===== src/sv/hwcs_pkg.sv =====
// Shared types, character codes and helpers for the HTML whitespace/comment stripper.
`default_nettype none
package hwcs_pkg;

	localparam int BYTE_W    = 8;
	localparam int WIN_DEPTH = 3;
	localparam int ENT_BYTES = WIN_DEPTH + 1;
	localparam int CNT_W     = $clog2(ENT_BYTES + 1);
	localparam int IDX_W     = $clog2(ENT_BYTES);
	localparam int WCNT_W    = $clog2(WIN_DEPTH + 1);

	localparam logic [BYTE_W-1:0] CH_LT    = 8'h3C;
	localparam logic [BYTE_W-1:0] CH_GT    = 8'h3E;
	localparam logic [BYTE_W-1:0] CH_BANG  = 8'h21;
	localparam logic [BYTE_W-1:0] CH_DASH  = 8'h2D;
	localparam logic [BYTE_W-1:0] CH_SPACE = 8'h20;
	localparam logic [BYTE_W-1:0] CH_APOS  = 8'h27;
	localparam logic [BYTE_W-1:0] CH_DQUOT = 8'h22;
	localparam logic [BYTE_W-1:0] CH_TAB   = 8'h09;
	localparam logic [BYTE_W-1:0] CH_CR    = 8'h0D;

	typedef logic [BYTE_W-1:0] byte_t;

	typedef struct packed {
		byte_t [ENT_BYTES-1:0] b;
		logic  [CNT_W-1:0]     n;
		logic                  flush;
	} entry_t;

	function automatic logic is_ws(input byte_t c);
		is_ws = (c == CH_SPACE) || ((c >= CH_TAB) && (c <= CH_CR));
	endfunction

endpackage
`default_nettype wire


===== src/sv/html_whitespace_comment_stripper_top.sv =====
// Top level of the HTML whitespace and comment stripper.
//
// Bytes of HTML text enter one item per clock unless in_stall is high; each byte is decided
// three items after it arrives, once the bytes after it are known, so "<!--" and "-->" can be
// spotted. A normal item passes once through the back end's decision step and gives at most
// one output item, so the sustained rate is one item per clock while out_stall is low. The
// item flagged end_of_text drains the lookahead window: the back end decides each pending
// byte (one to four) in turn, then sends the final item carrying last. A two-entry queue
// sits between the window logic and the decision step, and a registered output holds a
// result until it is taken; the back end waits while that result is stalled and advances in
// the cycle it is taken. remove_comments resets to 1;
// write it only between texts.
`default_nettype none
module html_whitespace_comment_stripper_top (
	input  wire logic              clk,
	input  wire logic              arst_n,
	input  wire logic              cfg_valid,
	output logic                   cfg_ready,
	input  wire logic              remove_comments,
	input  wire logic              in_valid,
	output logic                   in_stall,
	input  wire hwcs_pkg::byte_t   in_byte,
	input  wire logic              end_of_text,
	output logic                   out_valid,
	input  wire logic              out_stall,
	output hwcs_pkg::byte_t        out_byte,
	output logic                   byte_valid,
	output logic                   last
);

	logic             q_full;
	logic             q_push;
	hwcs_pkg::entry_t q_data;
	logic             q_pop;
	logic             q_head_valid;
	hwcs_pkg::entry_t q_head;

	assign cfg_ready = 1'b1;

	hwcs_front u_front (
		.clk         (clk),
		.arst_n      (arst_n),
		.in_valid    (in_valid),
		.in_stall    (in_stall),
		.in_byte     (in_byte),
		.end_of_text (end_of_text),
		.q_full      (q_full),
		.q_push      (q_push),
		.q_data      (q_data)
	);

	hwcs_queue u_queue (
		.clk        (clk),
		.arst_n     (arst_n),
		.push       (q_push),
		.push_data  (q_data),
		.pop        (q_pop),
		.full       (q_full),
		.head_valid (q_head_valid),
		.head       (q_head)
	);

	hwcs_back u_back (
		.clk        (clk),
		.arst_n     (arst_n),
		.cfg_write  (cfg_valid && cfg_ready),
		.cfg_value  (remove_comments),
		.head_valid (q_head_valid),
		.head       (q_head),
		.pop        (q_pop),
		.out_valid  (out_valid),
		.out_stall  (out_stall),
		.out_byte   (out_byte),
		.byte_valid (byte_valid),
		.last       (last)
	);

endmodule
`default_nettype wire


===== src/sv/hwcs_front.sv =====
// Front end: lookahead window that packs accepted bytes into queue entries.
`default_nettype none
module hwcs_front (
	input  wire logic              clk,
	input  wire logic              arst_n,
	input  wire logic              in_valid,
	output logic                   in_stall,
	input  wire hwcs_pkg::byte_t   in_byte,
	input  wire logic              end_of_text,
	input  wire logic              q_full,
	output logic                   q_push,
	output hwcs_pkg::entry_t       q_data
);

	hwcs_pkg::byte_t [hwcs_pkg::WIN_DEPTH-1:0] win_q;
	logic [hwcs_pkg::WCNT_W-1:0]               cnt_q;
	logic                                      accept;
	logic                                      win_full;

	assign in_stall = q_full;
	assign accept   = in_valid && !q_full;
	assign win_full = (cnt_q == hwcs_pkg::WCNT_W'(hwcs_pkg::WIN_DEPTH));
	assign q_push   = accept && (end_of_text || win_full);

	always_comb begin
		q_data.b[0] = (cnt_q > 2'd0) ? win_q[0] : ((cnt_q == 2'd0) ? in_byte : 8'h00);
		q_data.b[1] = (cnt_q > 2'd1) ? win_q[1] : ((cnt_q == 2'd1) ? in_byte : 8'h00);
		q_data.b[2] = (cnt_q > 2'd2) ? win_q[2] : ((cnt_q == 2'd2) ? in_byte : 8'h00);
		q_data.b[3] = (cnt_q == 2'd3) ? in_byte : 8'h00;
		q_data.n     = {1'b0, cnt_q} + 3'd1;
		q_data.flush = end_of_text;
	end

	always_ff @(posedge clk or negedge arst_n) begin
		if (!arst_n) begin
			cnt_q <= '0;
			win_q <= '0;
		end else if (accept) begin
			if (end_of_text) begin
				cnt_q <= '0;
				win_q <= '0;
			end else if (win_full) begin
				win_q[0] <= win_q[1];
				win_q[1] <= win_q[2];
				win_q[2] <= in_byte;
			end else begin
				win_q[cnt_q[1:0]] <= in_byte;
				cnt_q             <= cnt_q + 2'd1;
			end
		end
	end

endmodule
`default_nettype wire


===== src/sv/hwcs_queue.sv =====
// Two-entry queue between the front end and the back end.
`default_nettype none
module hwcs_queue (
	input  wire logic              clk,
	input  wire logic              arst_n,
	input  wire logic              push,
	input  wire hwcs_pkg::entry_t  push_data,
	input  wire logic              pop,
	output logic                   full,
	output logic                   head_valid,
	output hwcs_pkg::entry_t       head
);

	hwcs_pkg::entry_t mem_q [2];
	logic             wr_ptr_q;
	logic             rd_ptr_q;
	logic [1:0]       count_q;

	assign full       = (count_q == 2'd2);
	assign head_valid = (count_q != 2'd0);
	assign head       = mem_q[rd_ptr_q];

	always_ff @(posedge clk) begin
		if (push) begin
			mem_q[wr_ptr_q] <= push_data;
		end
	end

	always_ff @(posedge clk or negedge arst_n) begin
		if (!arst_n) begin
			wr_ptr_q <= 1'b0;
			rd_ptr_q <= 1'b0;
			count_q  <= 2'd0;
		end else begin
			if (push) begin
				wr_ptr_q <= ~wr_ptr_q;
			end
			if (pop) begin
				rd_ptr_q <= ~rd_ptr_q;
			end
			case ({push, pop})
				2'b10:   count_q <= count_q + 2'd1;
				2'b01:   count_q <= count_q - 2'd1;
				default: count_q <= count_q;
			endcase
		end
	end

endmodule
`default_nettype wire


===== src/sv/hwcs_back.sv =====
// Back end: per-byte decision sequencer, text context state and output register.
`default_nettype none
module hwcs_back (
	input  wire logic              clk,
	input  wire logic              arst_n,
	input  wire logic              cfg_write,
	input  wire logic              cfg_value,
	input  wire logic              head_valid,
	input  wire hwcs_pkg::entry_t  head,
	output logic                   pop,
	output logic                   out_valid,
	input  wire logic              out_stall,
	output hwcs_pkg::byte_t        out_byte,
	output logic                   byte_valid,
	output logic                   last
);

	logic                         remove_comments_q;
	logic                         inside_tag_q;
	logic                         inside_quote_q;
	hwcs_pkg::byte_t              open_quote_q;
	logic                         inside_comment_q;
	logic [1:0]                   skip_q;
	logic                         prev_space_q;
	logic                         any_emitted_q;
	logic [hwcs_pkg::IDX_W-1:0]   idx_q;
	logic                         fin_q;
	logic                         held_valid_q;
	hwcs_pkg::byte_t              held_q;
	logic                         out_valid_q;
	hwcs_pkg::byte_t              out_byte_q;
	logic                         byte_valid_q;
	logic                         last_q;

	logic                         out_free;
	logic                         step;
	logic [hwcs_pkg::IDX_W-1:0]   idx;
	hwcs_pkg::byte_t              c, n1, n2, n3;
	logic                         have3, have2, at_end;
	logic                         emit;
	hwcs_pkg::byte_t              ech;
	logic                         nx_tag, nx_quote, nx_comment, nx_prev, nx_any;
	hwcs_pkg::byte_t              nx_open;
	logic [1:0]                   nx_skip;

	assign out_valid  = out_valid_q;
	assign out_byte   = out_byte_q;
	assign byte_valid = byte_valid_q;
	assign last       = last_q;

	assign out_free = !out_valid_q || !out_stall;
	assign step     = head_valid && out_free;
	assign idx      = head.flush ? idx_q : '0;
	assign c        = head.b[idx];
	assign n1       = head.b[idx + 2'd1];
	assign n2       = head.b[idx + 2'd2];
	assign n3       = head.b[idx + 2'd3];
	assign have3    = ({1'b0, idx} + 3'd3) < head.n;
	assign have2    = ({1'b0, idx} + 3'd2) < head.n;
	assign at_end   = ({1'b0, idx} + 3'd1) == head.n;
	assign pop      = step && (!head.flush || fin_q);

	always_comb begin
		emit       = 1'b0;
		ech        = c;
		nx_tag     = inside_tag_q;
		nx_quote   = inside_quote_q;
		nx_open    = open_quote_q;
		nx_comment = inside_comment_q;
		nx_skip    = skip_q;
		nx_prev    = prev_space_q;
		nx_any     = any_emitted_q;
		if (skip_q != 2'd0) begin
			nx_skip = skip_q - 2'd1;
		end else if (remove_comments_q && !inside_quote_q && !inside_comment_q && have3 &&
				c == hwcs_pkg::CH_LT && n1 == hwcs_pkg::CH_BANG &&
				n2 == hwcs_pkg::CH_DASH && n3 == hwcs_pkg::CH_DASH) begin
			nx_comment = 1'b1;
		end else if (inside_comment_q && have2 && c == hwcs_pkg::CH_DASH &&
				n1 == hwcs_pkg::CH_DASH && n2 == hwcs_pkg::CH_GT) begin
			nx_comment = 1'b0;
			nx_skip    = 2'd2;
		end else if (inside_comment_q) begin
			nx_comment = 1'b1;
		end else if (hwcs_pkg::is_ws(c) &&
				!(inside_tag_q && (c == hwcs_pkg::CH_DQUOT || c == hwcs_pkg::CH_APOS))) begin
			if (!prev_space_q && any_emitted_q) begin
				emit    = 1'b1;
				ech     = hwcs_pkg::CH_SPACE;
				nx_prev = 1'b1;
			end
		end else begin
			if (inside_tag_q && (c == hwcs_pkg::CH_DQUOT || c == hwcs_pkg::CH_APOS)) begin
				if (!inside_quote_q) begin
					nx_quote = 1'b1;
					nx_open  = c;
				end else if (c == open_quote_q) begin
					nx_quote = 1'b0;
				end
			end else if (c == hwcs_pkg::CH_LT) begin
				nx_tag = 1'b1;
			end else if (c == hwcs_pkg::CH_GT) begin
				nx_tag   = 1'b0;
				nx_quote = 1'b0;
			end
			emit    = 1'b1;
			nx_prev = 1'b0;
			nx_any  = 1'b1;
		end
	end

	always_ff @(posedge clk or negedge arst_n) begin
		if (!arst_n) begin
			remove_comments_q <= 1'b1;
		end else if (cfg_write) begin
			remove_comments_q <= cfg_value;
		end
	end

	always_ff @(posedge clk or negedge arst_n) begin
		if (!arst_n) begin
			inside_tag_q     <= 1'b0;
			inside_quote_q   <= 1'b0;
			open_quote_q     <= '0;
			inside_comment_q <= 1'b0;
			skip_q           <= '0;
			prev_space_q     <= 1'b0;
			any_emitted_q    <= 1'b0;
			idx_q            <= '0;
			fin_q            <= 1'b0;
			held_valid_q     <= 1'b0;
			held_q           <= '0;
			out_valid_q      <= 1'b0;
			out_byte_q       <= '0;
			byte_valid_q     <= 1'b0;
			last_q           <= 1'b0;
		end else begin
			if (!out_stall) begin
				out_valid_q <= 1'b0;
			end
			if (step) begin
				if (head.flush && fin_q) begin
					// drain held byte as the final item, or a bare end marker
					out_valid_q      <= 1'b1;
					out_byte_q       <= held_valid_q ? held_q : '0;
					byte_valid_q     <= held_valid_q;
					last_q           <= 1'b1;
					held_valid_q     <= 1'b0;
					fin_q            <= 1'b0;
					idx_q            <= '0;
					inside_tag_q     <= 1'b0;
					inside_quote_q   <= 1'b0;
					open_quote_q     <= '0;
					inside_comment_q <= 1'b0;
					skip_q           <= '0;
					prev_space_q     <= 1'b0;
					any_emitted_q    <= 1'b0;
				end else begin
					inside_tag_q     <= nx_tag;
					inside_quote_q   <= nx_quote;
					open_quote_q     <= nx_open;
					inside_comment_q <= nx_comment;
					skip_q           <= nx_skip;
					prev_space_q     <= nx_prev;
					any_emitted_q    <= nx_any;
					if (head.flush) begin
						if (emit) begin
							held_q       <= ech;
							held_valid_q <= 1'b1;
							if (held_valid_q) begin
								out_valid_q  <= 1'b1;
								out_byte_q   <= held_q;
								byte_valid_q <= 1'b1;
								last_q       <= 1'b0;
							end
						end
						if (at_end) begin
							fin_q <= 1'b1;
						end else begin
							idx_q <= idx_q + 2'd1;
						end
					end else if (emit) begin
						out_valid_q  <= 1'b1;
						out_byte_q   <= ech;
						byte_valid_q <= 1'b1;
						last_q       <= 1'b0;
					end
				end
			end
		end
	end

endmodule
`default_nettype wire


===== config.mk =====
export PLATFORM = sky130hd
export DESIGN_NAME = html_whitespace_comment_stripper_top
export DESIGN_NICKNAME = d
export VERILOG_FILES = /design/src/sv/hwcs_pkg.sv /design/src/sv/html_whitespace_comment_stripper_top.sv /design/src/sv/hwcs_front.sv /design/src/sv/hwcs_queue.sv /design/src/sv/hwcs_back.sv
export SDC_FILE = /design/constraint.sdc
export NUM_CORES = 1
export LEC_CHECK = 0
export BUFFER_PORTS_ARGS = -buffer_cell sky130_fd_sc_hd__buf_2
export CORE_MARGIN = 2
export CORE_UTILIZATION = 50
export CTS_CLUSTER_DIAMETER = 150
export DETAILED_ROUTE_END_ITERATION = 10
export GPL_ROUTABILITY_DRIVEN = 0
export PLACE_DENSITY_LB_ADDON = 0.12
export SYNTH_ARGS = -nofsm -noshare
export SYNTH_HDL_FRONTEND = slang
export SYNTH_SLANG_ARGS = --single-unit
export TNS_END_PERCENT = 20

===== constraint.sdc =====
create_clock -name clk -period 5.8 [get_ports clk]
set_clock_uncertainty 0.1 [all_clocks]
set_input_delay 0.58 -clock clk [delete_from_list [all_inputs] [get_ports clk]]
set_output_delay 0.58 -clock clk [all_outputs]
set_load 0.02 [all_outputs]

* Word-level counts from Yosys, hierarchy flattened
Memory sizes are Yosys's and may differ from the RTL's.
Cells that the tools add are included.
** Word-level totals
- Flip-flop bits (word level) :: 69
- Bits in writable memories :: 72
- Input bits :: 15
- Output and inout port bits :: 13
- Word-level logic and storage cells :: 260
- Memories :: 1
** Operators by class
- Add/subtract/negate cells :: 12
- $lt $le $gt $ge :: 13
- Equality and inequality tests :: 32
- Muxes and demuxes :: 118
- Bitwise logic cells :: 3
- Reductions and logical operators :: 58
** Memories
- u_queue.mem_q :: words 2, width 36, read ports 1, clocked after Yosys merged registers in 0, wr ports 1, line hwcs_queue.sv:14 : hwcs_pkg::entry_t mem_q [2];
** Operators with widths (count)
- $mux W8 :: 32
- $eq A8 B6 Y1 const B :: 11
- $mux W1 :: 67
- $bmux W8 S2 :: 4
- $mux W24 :: 2
- $bwmux W24 :: 1
- $reduce_and A8 Y1 :: 3
- $logic_and A1 B1 Y1 :: 21
- $mux W2 :: 10
- $ne A2 B2 Y1 const B :: 9
- $demux W8 S2 :: 1
- $lt A2 B3 Y1 const B :: 5
- $reduce_and A3 Y1 :: 5
- $reduce_bool A2 Y1 :: 7
- $reduce_and A6 Y1 :: 2
- $ne A3 B3 Y1 const B :: 3
- $reduce_bool A3 Y1 :: 3
- $add A2 B1 Y2 const B :: 4
- $eq A2 B2 Y1 const B :: 4
- $eq A8 B8 Y1 :: 1
- $ge A8 B4 Y1 const B :: 1
- $le A8 B4 Y1 const B :: 1
- $logic_not A1 Y1 :: 8
- $add A2 B1 Y3 const B :: 2
- other kinds (16) :: 29

* Longest topological paths before layout
An unclocked memory read counts as a cell.
- Depth after elaboration :: 18
- Mapped depth :: 19

* By module
From an unflattened synthesis, not the netlist that was laid out.
** Second synthesis, totals
- Cells, all modules :: 619
- Area, all modules :: 7803.7 um^2
** Modules (own cells, without submodules)
- hwcs_back :: instances 1, cells an instance 318, area each 3084.2 um^2, sequential area each 977.2 um^2
- hwcs_queue :: instances 1, cells an instance 128, area each 2934.1 um^2, sequential area each 2262.2 um^2
- hwcs_front :: instances 1, cells an instance 171, area each 1774.2 um^2, sequential area each 650.6 um^2
- html_whitespace_comment_stripper_top :: instances 1, cells an instance 2, area each 11.3 um^2, sequential area each 0.0 um^2

* Worst setup path before layout
Ideal clock, no wire load.
- Path type :: reg2reg
- Start point :: register u_queue.rd_ptr_q
- End point :: register u_back.out_byte_q[0] (netlist: u_back.out_byte[0])
- Setup time :: 0.125 ns
- Data arrival time :: 4.002 ns
- Data required time :: 5.575 ns
- Path slack :: 1.573 ns
- Stages on the path, launching flop included :: 20
- Buffers on the path :: 4
- Clock period less this slack :: 4.227 ns
- Path through :: dfrtp_1 -> buf_6 -> buf_6 -> mux2_2 -> nand2_1 -> inv_1 -> ha_1 -> clkbuf_1 -> inv_1 -> ha_1 -> nor2b_1 -> o21ai_0 -> nand2_1 -> or3_1 -> a2111oi_4 -> a31o_4 -> nand2_1 -> and3_1 -> buf_6 -> mux2_4
** On the way
- Longest elaborated chain between the ends :: 17
- Elaborated cells on any way between the ends :: 62
- Classes of those cells :: 5 x add/sub; 4 x order compare; 11 x eq/ne; 23 x mux; 18 x reduce/logical; 1 x memory
** RTL lines
- from (decl) :: line hwcs_queue.sv:16 : logic rd_ptr_q;
- from (signal assigned) :: line hwcs_queue.sv:39 : rd_ptr_q <= ~rd_ptr_q;
- $mem_v2 Z2 W36 (*)
- branches (longest 16 deep; another with $ge A8 B4 Y1)
- to (signal assigned) :: line hwcs_back.sv:145 : out_byte_q <= held_valid_q ? held_q : '0;
- to (signal assigned) :: line hwcs_back.sv:172 : out_byte_q <= held_q;
- to (signal assigned) :: line hwcs_back.sv:184 : out_byte_q <= ech;
- to (decl) :: line hwcs_back.sv:31 : hwcs_pkg::byte_t out_byte_q;
Every way passes the cells marked *. The select of a mux whose other input is x is not followed.
A chain may end at the register's enable or synchronous reset.

* Worst setup path in the final report
- Start point :: memory u_queue.mem_q[1][0] (netlist bit)
- End point :: register u_back.out_byte_q[1] (netlist: u_back.out_byte[1])
** On the way
- Longest elaborated chain between the ends :: 17
- Elaborated cells on any way between the ends :: 62
- Classes of those cells :: 5 x add/sub; 4 x order compare; 11 x eq/ne; 23 x mux; 18 x reduce/logical; 1 x memory
** RTL lines (line)
- from (decl) :: hwcs_queue.sv:14
- $mem_v2 Z2 W36 (*)
- branches (longest 16 deep; another with $ge A8 B4 Y1)
Marked as above.

==> impl_metrics.csv <==
group,metric,value,unit
power_and_ir_drop,switching_share,40.66,%
clocking,cts_hold_repair.buffers,0,
worst_setup_path,r2r_start,"u_queue.mem_q[1][0]",
worst_setup_path,cp.depth,15,
timing,rsz0062_at_grt,"false",
global_route,grt_max_degree,76,
timing,fmax,213.8,MHz
route,drtIter0Drc,403,
final_layout,nets,735,
worst_setup_path,cp-end-kind,"flop",
route,wl_met2,9558,um
synthesis,syn_area,0.007903,mm^2
worst_setup_path,crit_family,"simple AND/OR/NAND/NOR gates",
die,placementRows,45,
timing,whs,0.2465,ns
worst_setup_path,reg2reg_depth,15,
final_layout,final_cells,929,
clocking,clkSlewWorstSetupHoldPaths,0.06,ns
die,die_y,129.7,um
clocking,htreeDepth,4,
die,die_area,0.01683,mm^2
die,core-area,0.01531,mm^2
timing,finalSetupTns,0,ns
power_and_ir_drop,power.leakage,3.435,nW
synthesis,ys_ff_latch,141,
synthesis,synth_edf_count,72,
global_route,overflow,0,
power_and_ir_drop,pwr-share-clk,22.4,%
clocking,root_buffer,"clkbuf_16",
worst_setup_path,startpoint_type,"flop",
synthesis,synth_cell_type_count,87,
timing,setup_violations,0,
placement,dp.cells,897,
worst_setup_path,path_cells,"mux2_2 -> nand2_1 -> inv_1 -> ha_1 -> inv_1 -> ha_1 -> nor2b_1 -> o21ai_0 -> nand2_1 -> or3_1 -> a2111oi_4 -> a31o_4 -> nand2_1 -> and3_1 -> mux2_4",
clocking,ctsResizeCount,0,
worst_setup_path,worst-endpoint-arrival,4.88,ns
route,viasPerCell,6.230,
clocking,cts_buffer_depth,2,
timing,maxSlewHeadroom,30.03,%
route,drcViolationCount,0,
synthesis,ys_async_sr_fraction,48.94,%
route,postRouteAntennaNets,0,
power_and_ir_drop,p_per_area,552.3,mW/mm^2
placement,place_hpwl,14520,um
worst_setup_path,cp_max_fo,18,
route,vias,5788,
synthesis,synthesis.nets,720,
clocking,insertion_delay,0.43,ns
timing,slew_viol_final,0,
global_route,grt_pass1_wl,31360,um
route,wl_met1,8577,um
route,drtPass1Iterations,5,
worst_setup_path,path_class,"flop to flop",
die,die_x,129.7,um
worst_setup_path,critPathMaxStageDelay,0.56,ns
route,routed.top_layer,"met4",
timing,finalHoldViolCount,0,
timing,period_share,80.65,%
timing,layout_setup_ws,1.122,ns
power_and_ir_drop,vdd_drop_max,0.3155,mV
clocking,cts_sinks,141,
power_and_ir_drop,pwr-share-seq,32.5,%
worst_setup_path,startpoint,"u_queue.mem_q[1][0]",
synthesis,avgSynthCellArea,11.45,um^2
route,wl_per_cell,21.37,um
synthesis,ys_warn_count,0,
outcome,outcome,"completed",
worst_setup_path,crit_buf_inv,2,
route,met3WireLength,867,um
clocking,cts_tree,"yes",
clocking,cts_setup_buffers,0,
final_layout,seqCellArea,0.003891,mm^2
synthesis,syn_inst,690,
global_route,grt_pass1_vias,5811,
placement,io_buffers,26,
hold_path,hold_class,"input pin to asynchronous set/reset pin",
synthesis,ys_seq_area_share,49.22,%
timing,worst_pin_slew,1.050,ns
placement,dp_slack,1.183,ns
final_layout,syn_to_final_growth,10.77,%
global_route,grt_antenna_before_repair,0,
placement,placed_cell_area,0.008165,mm^2
power_and_ir_drop,combPwrFrac,45.1,%
final_layout,drive_above_1_share,18.25,%
global_route,grt_usage,24.69,%
job,maxCapViolations,0,
final_layout,antenna_cells,0,
final_layout,n_fill_cell,1326,
route,drt_wl_total,19860,um
synthesis,synth_flop_cell,"edfxtp_1",
die,start_util,51.60,%
worst_setup_path,crit_top_cell,"nand2_1",
final_layout,final_area,0.008753,mm^2
worst_setup_path,cpMaxStageDelayCell,"edfxtp_1",
die,ios,28,
power_and_ir_drop,p_int,2.869,mW
final_layout,multi_input_area,0.003704,mm^2
clocking,cts_inserted_buffers,17,
timing,period_needed,4.678,ns
worst_setup_path,crit_required,6.01,ns
power_and_ir_drop,power_switching,1.965,mW
registers in the layout, summed over array words and instances (netlist names), 2 cells and up:
register and cells:
u_back.idx_q 2, u_back.skip_q 2, u_back.held_q 8, u_queue.count_q 2
u_front.cnt_q 2, u_queue.mem_q 72, u_back.open_quote_q 8, u_back.out_byte 8
u_front.win_q 24
Yosys cell counts, drive strengths merged (4+ instances only):
| cell type | n | area [um^2] |
|---|---|---|
| a2111oi | 5 | 81.33 |
| a21oi | 14 | 70.07 |
| a22o | 20 | 175.2 |
| a22oi | 26 | 195.2 |
| a31oi | 6 | 37.54 |
| a32oi | 4 | 35.03 |
| and2 | 18 | 112.6 |
| and3 | 6 | 42.54 |
| buf | 23 | 146.4 |
| clkbuf | 17 | 63.81 |
| dfrtp | 68 | 1702 |
| edfxtp | 72 | 2162 |
| ha | 15 | 187.7 |
| inv | 27 | 101.3 |
| mux2 | 34 | 397.9 |
| mux2i | 29 | 294.0 |
| mux4 | 8 | 180.2 |
| nand2 | 57 | 214.0 |
| nand2b | 12 | 75.07 |
| nand3 | 9 | 45.04 |
| nand4 | 5 | 37.53 |
| nor2 | 24 | 97.59 |
| nor2b | 15 | 93.84 |
| nor3 | 17 | 100.1 |
| nor3b | 9 | 67.56 |
| nor4 | 4 | 40.04 |
| nor4b | 6 | 67.56 |
| o211ai | 7 | 71.32 |
| o21a | 4 | 30.03 |
| o21ai | 36 | 180.2 |
| o221ai | 4 | 35.03 |
| o22ai | 10 | 62.56 |
| o31ai | 11 | 82.58 |
| xnor2 | 12 | 105.1 |
| xor2 | 4 | 35.03 |
worst reg2reg max path: stages, from the launching register on:
cell and delay, ns:
edfxtp_1 0.56, mux2_2 0.49, nand2_1 0.22, inv_1 0.11, ha_1 0.43, inv_1 0.13
ha_1 0.28, nor2b_1 0.12, o21ai_0 0.18, nand2_1 0.07, or3_1 0.42, a2111oi_4 0.41
a31o_4 0.24, nand2_1 0.07, and3_1 0.36, mux2_4 0.36
layout make-up:
cell class              count  share of cell area (%)
well taps                 211                   3.016
clock inverters            14                   1.815
flip-flops and latches    141                   44.45
repair buffers             36                   2.344
clock buffers              18                   4.903
inverters                  27                   1.158
multi-input cells         482                   42.31
final timing paths:
kind / endpoint / slack, ns
worst max-delay path: u_back.out_byte[1] / 1.12
min in group clk: u_back.remove_comments_q / 0.28
worst max register to register: u_back.out_byte[1] / 1.12
worst min-delay path: u_back.out_byte[6] / 0.25
worst min register to register: u_back.last / 0.37
max in group asynchronous: u_front.win_q[1] / 4.72
power groups by stage:
| stage | sequential (mW) | clock (mW) | combinational [mW] |
|---|---|---|---|
| after CTS | 1.56 | 1.10 | 2.17 |
| final | 1.57 | 1.08 | 2.18 |
| after global placement | 1.57 | 0 | 2.11 |
| after floorplan | 1.57 | 0 | 1.63 |
| after global routing | 1.60 | 1.14 | 2.37 |
| after detailed placement | 1.58 | 0 | 2.16 |
logic make-up after synthesis:
family                   after synthesis  share of synthesized area (%)
flip-flops                           141                          49.22
buffers and inverters                 67                          3.942
AO/OA/AOI/OAI                        176                          16.75
XOR/XNOR                              16                          1.773
adder cells (fa/ha/maj)               15                          2.375
AND/OR/NAND/NOR                      203                          14.85
other                                  1                        0.04745
multiplexers                          71                          11.04
stage by stage:
step	util (%)	power, mW
final	57.16	4.834
after global routing	57.16	5.111
after CTS	57.16	4.840
after detailed placement	53.32	3.744
after global placement	53.32	3.679
after floorplan	-	3.198
layout by cell type, fill, tap and decap left out, types with 5 or more instances in the layout:
master,n
nand3_1,9
mux2i_1,28
nor4b_1,5
a22oi_1,26
nor3b_1,9
mux4_2,8
edfxtp_1,72
o31ai_1,11
and3_1,5
a22o_1,20
o21ai_0,35
xnor2_1,12
and2_1,18
nor3_1,14
buf_2,26
nand2b_1,12
o22ai_1,10
nor2_1,22
mux2_2,29
ha_1,15
nand2_1,57
a31oi_1,6
inv_1,26
o211ai_1,5
clkbuf_16,17
a21oi_1,14
dfrtp_1,67
nor2b_1,15
buf_4,10
routing by layer:
metal  track usage [%]  vias to the layer above
li1                  -                     2665
met1             31.26                     2853
met2             40.25                      211
met3             5.125                       59
met4             12.78                        0
met5                 0                        -
No activity file was read; power rests on OpenSTA's default activity.
